===== config.mk =====
export PLATFORM = sky130hd
export DESIGN_NAME = ordered_list_insert_delete
export DESIGN_NICKNAME = d
export VERILOG_FILES = /design/src/oli_pkg.sv /design/src/ordered_list_insert_delete.sv
export SDC_FILE = /design/constraint.sdc
export NUM_CORES = 1
export LEC_CHECK = 0
export BUFFER_PORTS_ARGS = -buffer_cell sky130_fd_sc_hd__buf_2
export CAP_MARGIN = 5
export CORE_MARGIN = 3
export CORE_UTILIZATION = 58
export CTS_CLUSTER_DIAMETER = 80
export DETAILED_ROUTE_END_ITERATION = 12
export GPL_TIMING_DRIVEN = 0
export MAX_ROUTING_LAYER = met4
export PLACE_DENSITY = 0.74
export SYNTH_ARGS = -nofsm -noshare
export SYNTH_HDL_FRONTEND = slang
export SYNTH_SLANG_ARGS = --single-unit
export TNS_END_PERCENT = 50

===== constraint.sdc =====
create_clock -name clk -period 6.48 [get_ports clk]
set_input_delay 0.648 -clock clk [delete_from_list [all_inputs] [get_ports clk]]
set_output_delay 0.648 -clock clk [all_outputs]
set_load 0.01 [all_outputs]

===== src/oli_pkg.sv =====
// ----------------------------------------------------------------------------
// oli_pkg
// Shared constants for the ordered list block: command codes, data width and
// default capacity.
// ----------------------------------------------------------------------------
package oli_pkg;

  localparam int DATA_W       = 32;
  localparam int CMD_W        = 2;
  localparam int CAPACITY_DEF = 32;

  // Any other command code deletes at a position.
  localparam logic [CMD_W-1:0] CMD_INS_FRONT = 2'd0;
  localparam logic [CMD_W-1:0] CMD_INS_BACK  = 2'd1;
  localparam logic [CMD_W-1:0] CMD_DELETE    = 2'd2;

endpackage


===== src/ordered_list_insert_delete.sv =====
// ----------------------------------------------------------------------------
// ordered_list_insert_delete
// Bounded ordered list in a circular store. Inserts at front or back, deletes
// at a position, then lists the whole list front to back.
// ----------------------------------------------------------------------------
//  channel | direction | handshake            | payload
//  --------+-----------+----------------------+-----------------------------------
//  cmd     | in        | cmd_valid/cmd_ready  | command, operand
//  res     | out       | res_valid/res_ready  | element, is_last, list_empty,
//          |           |                      | insert_dropped
//
//  A delete at position p shifts the tail through the one-read, one-write
//  store. The listing then streams one element a cycle while res_ready is
//  high; the store's registered read is hidden by a read-ahead.
//  A new command is taken once the listing is issued, even while the last
//  result still waits in the output register. Reset clears count and front;
//  store contents stay as they were. res_ready low stalls the listing.
// ----------------------------------------------------------------------------
module ordered_list_insert_delete #(
  parameter int CAPACITY = oli_pkg::CAPACITY_DEF
) (
  input  logic                              clk,
  input  logic                              rst,
  input  logic                              cmd_valid,
  output logic                              cmd_ready,
  input  logic [oli_pkg::CMD_W-1:0]         command,
  input  logic signed [oli_pkg::DATA_W-1:0] operand,
  output logic                              res_valid,
  input  logic                              res_ready,
  output logic signed [oli_pkg::DATA_W-1:0] element,
  output logic                              is_last,
  output logic                              list_empty,
  output logic                              insert_dropped
);
  import oli_pkg::*;

  localparam int IDX_W = (CAPACITY > 1) ? $clog2(CAPACITY) : 1;
  localparam int CNT_W = $clog2(CAPACITY + 1);
  localparam logic [CNT_W:0]   CAP_EXT = (CNT_W+1)'(CAPACITY);
  localparam logic [IDX_W-1:0] LAST_IDX = IDX_W'(CAPACITY - 1);

  typedef enum logic [1:0] {IDLE, SHIFT, LIST} state_t;

  state_t            state;
  logic [IDX_W-1:0]  front;
  logic [CNT_W-1:0]  count;
  logic              dropped;
  logic [CNT_W-1:0]  rd_pos;    // shift: next list place to read
  logic              sh_pend;   // shift: read data waiting to be written
  logic [CNT_W-1:0]  sh_pos;    // shift: place the pending data goes to
  logic [CNT_W-1:0]  lp_rd;     // listing: reads issued
  logic              lp_pend;   // listing: read data not yet in output reg
  logic              lp_last;

  logic [DATA_W-1:0] mem [CAPACITY];
  logic [DATA_W-1:0] rdata;
  logic              we, re;
  logic [IDX_W-1:0]  waddr, raddr;
  logic [DATA_W-1:0] wdata;

  logic cmd_acc, is_ins, full, del_ok, out_free, lp_load, lp_issue, res_load;
  logic [IDX_W-1:0] front_dec;

  function automatic logic [IDX_W-1:0] slot(input logic [IDX_W-1:0] f,
                                            input logic [CNT_W-1:0] p);
    logic [CNT_W:0] s;
    s = (CNT_W+1)'(f) + (CNT_W+1)'(p);
    if (s >= CAP_EXT) s = s - CAP_EXT;
    return s[IDX_W-1:0];
  endfunction

  assign cmd_ready = (state == IDLE);
  assign cmd_acc   = cmd_valid && cmd_ready;
  assign is_ins    = (command == CMD_INS_FRONT) || (command == CMD_INS_BACK);
  assign full      = (count == CNT_W'(CAPACITY));
  assign del_ok    = !operand[DATA_W-1] &&
                     ($unsigned(operand) < DATA_W'(count));
  assign front_dec = (front == '0) ? LAST_IDX : front - 1'b1;
  assign out_free  = !res_valid || res_ready;
  assign lp_load   = (state == LIST) && lp_pend && out_free;
  assign lp_issue  = (state == LIST) && (lp_rd < count) && (!lp_pend || lp_load);
  // output register takes a new result this cycle
  assign res_load  = (state == LIST) && ((count == '0) ? out_free : lp_load);

  always_comb begin
    we    = 1'b0;
    re    = 1'b0;
    waddr = '0;
    raddr = '0;
    wdata = operand;
    case (state)
      IDLE: begin
        if (cmd_acc && is_ins && !full) begin
          we    = 1'b1;
          waddr = (command == CMD_INS_FRONT) ? front_dec : slot(front, count);
        end
      end
      SHIFT: begin
        if (rd_pos < count) begin
          re    = 1'b1;
          raddr = slot(front, rd_pos);
        end
        if (sh_pend) begin
          we    = 1'b1;
          waddr = slot(front, sh_pos);
          wdata = rdata;
        end
      end
      LIST: begin
        if (lp_issue) begin
          re    = 1'b1;
          raddr = slot(front, lp_rd);
        end
      end
      default: ;
    endcase
  end

  always_ff @(posedge clk) begin
    if (we) mem[waddr] <= wdata;
    if (re) rdata <= mem[raddr];
  end

  always_ff @(posedge clk) begin
    if (rst) begin
      state     <= IDLE;
      front     <= '0;
      count     <= '0;
      dropped   <= 1'b0;
      rd_pos    <= '0;
      sh_pend   <= 1'b0;
      sh_pos    <= '0;
      lp_rd     <= '0;
      lp_pend   <= 1'b0;
      lp_last   <= 1'b0;
      res_valid <= 1'b0;
    end else begin
      if (res_valid && res_ready && !res_load) res_valid <= 1'b0;
      case (state)
        IDLE: begin
          if (cmd_acc) begin
            lp_rd   <= '0;
            lp_pend <= 1'b0;
            dropped <= is_ins && full;
            state   <= (!is_ins && del_ok) ? SHIFT : LIST;
            if (is_ins) begin
              if (!full) begin
                count <= count + 1'b1;
                if (command == CMD_INS_FRONT) front <= front_dec;
              end
            end else if (del_ok) begin
              rd_pos  <= operand[CNT_W-1:0] + 1'b1;
              sh_pend <= 1'b0;
            end
          end
        end
        SHIFT: begin
          sh_pend <= re;
          if (re) begin
            sh_pos <= rd_pos - 1'b1;
            rd_pos <= rd_pos + 1'b1;
          end
          if (!re && !sh_pend) begin
            count <= count - 1'b1;
            state <= LIST;
          end
        end
        LIST: begin
          if (count == '0) begin
            if (out_free) begin
              res_valid      <= 1'b1;
              element        <= '0;
              is_last        <= 1'b1;
              list_empty     <= 1'b1;
              insert_dropped <= dropped;
              state          <= IDLE;
            end
          end else begin
            if (lp_load) begin
              res_valid      <= 1'b1;
              element        <= rdata;
              is_last        <= lp_last;
              list_empty     <= 1'b0;
              insert_dropped <= dropped;
            end
            if (lp_issue) begin
              lp_rd   <= lp_rd + 1'b1;
              lp_last <= (CNT_W'(lp_rd + 1'b1) == count);
              lp_pend <= 1'b1;
            end else if (lp_load) begin
              lp_pend <= 1'b0;
              if (lp_rd == count) state <= IDLE;
            end
          end
        end
        default: state <= IDLE;
      endcase
    end
  end

endmodule

# Word-level counts from Yosys, hierarchy flattened
# Memories as Yosys holds them, arrays and structs flattened. A register that Yosys moved wholly into a read port is not among the register bits.
# Cells that the tools add are included.
# classes
bitwise	3
order_cmp	7
reduce_logical	43
eq_ne	21
mux	70
add_sub_neg	15
# op_table
operator	count
32-bit 2-to-1 mux	5
6-bit 2-to-1 mux	11
5-bit 2-to-1 mux	10
6-bit case mux with 2 select lines	3
32-bit by 6-bit < comparator with 1-bit output	1
5-bit by 6-bit adder with 7-bit output	4
7-bit by 6-bit greater-or-equal comparator with 1-bit output (second input constant)	4
1-bit 2-to-1 mux	26
5-bit by 1-bit subtractor with 5-bit output (second input constant)	5
6-bit by 1-bit adder with 6-bit output (second input constant)	4
5-bit case mux with 2 select lines	2
2-bit 2-to-1 mux	8
4-bit AND reduction	4
5-bit AND reduction	3
1-bit logical AND	14
2-bit inequality test (second input constant)	7
6-bit equality test	2
6-bit < comparator	2
6-bit by 1-bit subtractor with 6-bit output (second input constant)	2
1-bit logical NOT	8
1-bit case mux with 2 select lines	4
6-bit equality test (second input constant)	1
6-bit logical NOT	1
2-bit by 1-bit inequality test with 1-bit output (second input constant)	3
14 further kinds	25
# totals
mem_bits_rw	1024
register_bits	71
in_bits	38
mem_count	1
output_inout_bits	37
# mem_list
name	depth	width	rd	rd_clocked_by_memory_dff	write_ports	line	text
mem	32	32	1	1	1	ordered_list_insert_delete.sv:55	logic [DATA_W-1:0] mem [CAPACITY];

# Depth between registers and ports, before layout
# depth
word_depth	11
mapped_depth	16
depth_no_buf	11

# Worst setup path before layout
# No wires, ideal clock.
# synth_path
path_type	reg2reg
startpoint	register count[1]
endpoint	register element[0] (netlist name) (enable)
arrival_time_ns	4.624
required_time_ns	5.962
path_stages_with_launch	7
path_slack_ns	1.337
period_less_slack_ns	5.143
cell_sequence	dfxtp_1 -> inv_1 -> nand4_1 -> nor3_1 -> clkbuf_1 -> nor2_1 -> nor4_1
# synth_via
elab_chain_len	3
elab_cells_between_ends	4
cone_classes	1 x eq/ne; 3 x reduce/logical
# synth_lines
element	line	text
start: declaration	ordered_list_insert_delete.sv:46	logic [CNT_W-1:0] count;
start signal: assignment	ordered_list_insert_delete.sv:148	count <= count + 1'b1;
start signal: assignment	ordered_list_insert_delete.sv:164	count <= count - 1'b1;
6-bit logical NOT *	ordered_list_insert_delete.sv:169	if (count == '0) begin
2-bit inequality test (no source line) / 2-bit nonzero test (equally long branches)	-	
4-bit AND reduction (no source line) *	-	
end signal: assignment	ordered_list_insert_delete.sv:181	element <= rdata;
end: declaration	ordered_list_insert_delete.sv:30	output logic signed [oli_pkg::DATA_W-1:0] element,
# Every way passes the cells marked *; elsewhere a longest branch is shown, timed or not.
# A chain may end at the register's enable or synchronous reset.

# Final worst setup path
# layout_path
startpoint	register count[1]
endpoint	register rdata[5], read port of mem, data pin
# layout_via
elab_chain_len	5
elab_cells_between_ends	10
cone_classes	2 x order compare; 6 x mux; 2 x reduce/logical
# layout_lines
element	line	text
6-bit < comparator	ordered_list_insert_delete.sv:81	assign lp_issue = (state == LIST) && (lp_rd < count) && (!lp_pend || lp_load);
1-bit logical AND (2 in a row)	ordered_list_insert_delete.sv:81	
5-bit 2-to-1 mux / 1-bit 2-to-1 mux (equally long branches)	ordered_list_insert_delete.sv:110	if (lp_issue) begin
5-bit case mux with 2 select lines / 1-bit case mux with 2 select lines (equally long branches)	ordered_list_insert_delete.sv:91	case (state)
end: declaration	ordered_list_insert_delete.sv:56	logic [DATA_W-1:0] rdata;
# Parallel ways exist; a longest one is shown, timed or not.

==> impl_metrics.json <==
{
  "status": "finished, final reports clean",
  "finalHoldViolCount": 0,
  "worstMarginPinSlew_ns": 1.39,
  "pwr-share-comb_pct": 4.3,
  "synthFlopType": "edfxtp_1",
  "post_drt_wl_per_cell_um": 30.5,
  "cts-root-buf": "clkbuf_16",
  "grt_pass1_wl_um": 205000,
  "finalInstanceArea_mm2": 0.0538,
  "critical_path.max_fanout": 10,
  "insertion_delay_ns": 0.69,
  "tns_ns": 0,
  "ys_seq_area_share_pct": 70.8,
  "dieArea_mm2": 0.0850,
  "vias_per_cell": 6.85,
  "syn-cell-area_mm2": 0.0473,
  "synth_cells": 3271,
  "p_leak_nw": 17.8,
  "rsz0062_at_grt": "no",
  "swShare_pct": 21.6,
  "cts_hold_buf": 0,
  "synth_area_leaders": "edfxtp_1 (69%), mux4_2 (3.0%), o311ai_0 (2.2%), mux2i_1 (2.1%), nand2_1 (2.0%)",
  "grt_remaining_overflow": 0,
  "ys_seq_elements": 1126,
  "p_seq_share_pct": 53.3,
  "drt_iter0_drc": 5049,
  "drcViolationCount": 0,
  "vdd.ir_drop.worst_uv": 255,
  "antenna_left": 0,
  "fin_crit_ns": 5.30,
  "startpoint_type": "flop",
  "cp_slowest_stage_delay_ns": 0.69,
  "clkSinkCount": 1126,
  "multiInputGateArea_mm2": 0.0125,
  "slew_viol_final": 0,
  "hold_class": "in -> reg",
  "power_density_mw_per_mm2": 281,
  "relSlewSlack_pct": 6.80,
  "fillerInstances": 5491,
  "initial_core_util_pct": 58.6,
  "skew_ns": 0.0240,
  "avgSynthCellArea_um2": 14.5,
  "core-area_mm2": 0.0807,
  "synth.largest_area_cell": "edfxtp_1",
  "antenna_found_initial": 10,
  "cap_violations": 0,
  "numCtsBuffers": 111,
  "ys_warn_count": 0,
  "post_cts_resized": 0,
  "setup_viol_count_final": 0,
  "cts.clk_slew.worst_paths_ns": 0.06,
  "clockBufferDepth": 3,
  "dr.pass1.iters": 6,
  "vias": 31900,
  "h-tree-depth": 3,
  "placed_area_mm2": 0.0500,
  "cp.required_ns": 6.85,
  "cts_tree": "built",
  "dp_hpwl_um": 99500,
  "pin_count": 75,
  "track_usage_pct": 34.0,
  "post_cts_buffers": 0,
  "syn-num-nets": 3357,
  "fp-row-count": 104,
  "period_share_pct": 81.9,
  "synth_edf_count": 1091,
  "synth-async-reset-ratio_pct": 0,
  "crit_arrival_ns": 5.68,
  "crit_chain": "inv_1 -> ha_1 -> o211a_1 -> o31ai_2 -> a21oi_1 -> nand2_1 -> buf_2 -> clkbuf_1 -> nor2_1 -> o311ai_0 -> nand3_1 -> a2bb2oi_1",
  "clock.fmax_mhz": 189,
  "grt_max_degree": 33,
  "grt_pass1_vias": 30700,
  "p_switching_mw": 3.27,
  "die_h_um": 292,
  "ys_types": 72,
  "clockPowerShare_pct": 42.4,
  "die_w_um": 292,
  "gp_congestion": 0.980,
  "crit_type": "reg -> reg",
  "wl_um": 142000,
  "power.internal_mw": 11.9,
  "register_area_mm2": 0.0335,
  "area_growth_syn_to_layout_pct": 13.8,
  "cpMaxStageDelayCell": "a2bb2oi_1",
  "fin_nets": 3589,
  "port_buffers": 73,
  "drive_gt1_share_pct": 13.0,
  "cp-end-kind": "flop",
  "whs_ns": 0.375,
  "synth.top_cell.area_share_pct": 69.3
}
==> final timing paths <==
check	start	to	slack, ns	cells past startpoint
max	count[1]	rdata[5]	1.18	12
min	operand[0]	rd_pos[0]	0.37	4
max reg2reg	count[1]	rdata[5]	1.18	12
min reg2reg	dropped	insert_dropped	0.47	0
==> layout make-up <==
type,instances,share of cell area (%)
antenna,7,0.0326
buffer,242,2.00
clock buffer,128,5.36
clock inverter,76,1.35
inverter,147,1.03
multi-input combinational,1756,23.2
sequential,1126,62.2
tap,1060,2.46
timing repair buffer,119,2.42
==> power by group through the flow <==
| stage | Clock (mW) | Sequential [mW] | Combinational, mW |
|---|---|---|---|
| after floorplan | 0 | 8.22 | 0.320 |
| after global placement | 0 | 8.23 | 0.568 |
| after detailed placement | 0 | 8.23 | 0.611 |
| after CTS | 6.42 | 8.07 | 0.614 |
| after global routing | 6.72 | 8.07 | 0.682 |
| final | 6.41 | 8.07 | 0.652 |
==> per-layer routing <==
layer,vias up,wire (µm),track usage (%),part of all wire [%]
met2,2356,65500,51.5,46
met4,0,7130,14.5,5.0
li1,13400,-,-,-
met1,15800,50700,45.3,36
met3,404,18600,7.04,13
met5,-,0,-,0
==> critical path: cells and delay by family (launching register included) <==
| kind | cells | cell delay [ns] |
|---|---|---|
| flops | 1 | 0.44 |
| buf+inv | 3 | 1.21 |
| compound gates | 5 | 1.98 |
| fa+ha+maj | 1 | 0.36 |
| simple gates | 3 | 0.99 |
==> stage by stage <==
stage | total power, mW | instances | setup slack (ns) | util [%]
floorplan | 8.54 | 3271 | 1.34 | -
CTS | 15.1 | 4647 | 1.49 | 66.4
detailed placement | 8.84 | 4443 | 1.49 | 62.0
global placement | 8.80 | 4404 | -1.18 | 60.7
global route | 15.5 | 4660 | 0.994 | 66.7
finish | 15.1 | 4661 | 1.18 | 66.7
==> flip-flops by register name (all words and copies together) (netlist names), 2 cells and up <==
register  flops
mem        1024
rdata        32
front         5
state         2
count         6
rd_pos        6
lp_rd         6
sh_pos        5
element      32
==> Yosys cell counts, types with 4 or more instances <==
cell type / count
xor2_1: 13
ha_1: 43
a211oi_1: 21
o221ai_1: 90
xnor2_1: 22
nand4_1: 18
nand2_1: 257
edfxtp_1: 1091
buf_4: 19
mux2i_1: 99
o21ai_0: 27
a2bb2oi_1: 29
a221oi_1: 4
o31ai_1: 5
buf_2: 45
a22oi_1: 7
dfxtp_1: 35
mux4_2: 62
fa_1: 5
o22ai_1: 90
a22o_1: 4
nor3_1: 190
a21oi_1: 91
o311ai_0: 120
clkbuf_1: 158
and2_1: 7
a211o_1: 4
o311ai_1: 14
nand2b_1: 8
nor2b_1: 36
buf_6: 5
a31oi_1: 117
buf_1: 14
or3_1: 73
nor4_1: 36
a21o_1: 15
and3_1: 6
nand3_1: 47
inv_1: 147
nor2_1: 146
==> cells by family after synthesis <==
logic type | after synthesis | share of synthesized area, %
AOI/OAI and AO/OA | 674 | 10.3
muxes | 161 | 5.05
and+or+nand+nor | 838 | 8.42
xor gates and xnor gates | 35 | 0.648
buffers and inverters | 389 | 3.44
DFF | 1126 | 70.8
adders and majority gates | 48 | 1.35
==> cells in the final DEF (no fill, tap or decap), types with 11 or more instances in the layout <==
master | Yosys | layout
a2bb2oi_1 | 29 | 29
buf_12 | 0 | 30
o311ai_0 | 120 | 120
mux4_2 | 62 | 62
inv_1 | 147 | 146
or3_1 | 73 | 73
nor2_1 | 146 | 114
buf_4 | 19 | 23
clkbuf_16 | 0 | 113
dfxtp_1 | 35 | 35
clkbuf_1 | 158 | 173
mux2i_1 | 99 | 99
nor2b_1 | 36 | 36
o22ai_1 | 90 | 90
xor2_1 | 13 | 13
bufinv_16 | 0 | 12
a211oi_1 | 21 | 21
nand3_1 | 47 | 47
clkinv_1 | 0 | 27
nor2_4 | 1 | 33
a21o_1 | 15 | 15
xnor2_1 | 22 | 22
nor4_1 | 36 | 34
clkinv_2 | 0 | 24
o311ai_1 | 14 | 14
nand4_1 | 18 | 18
o221ai_1 | 90 | 90
buf_2 | 45 | 119
edfxtp_1 | 1091 | 1091
a21oi_1 | 91 | 91
a31oi_1 | 117 | 117
buf_1 | 14 | 14
nand2_1 | 257 | 254
ha_1 | 43 | 43
buf_16 | 0 | 11
nor3_1 | 190 | 190
o21ai_0 | 27 | 27
Note: power is estimated with default switching activity, not from simulation.
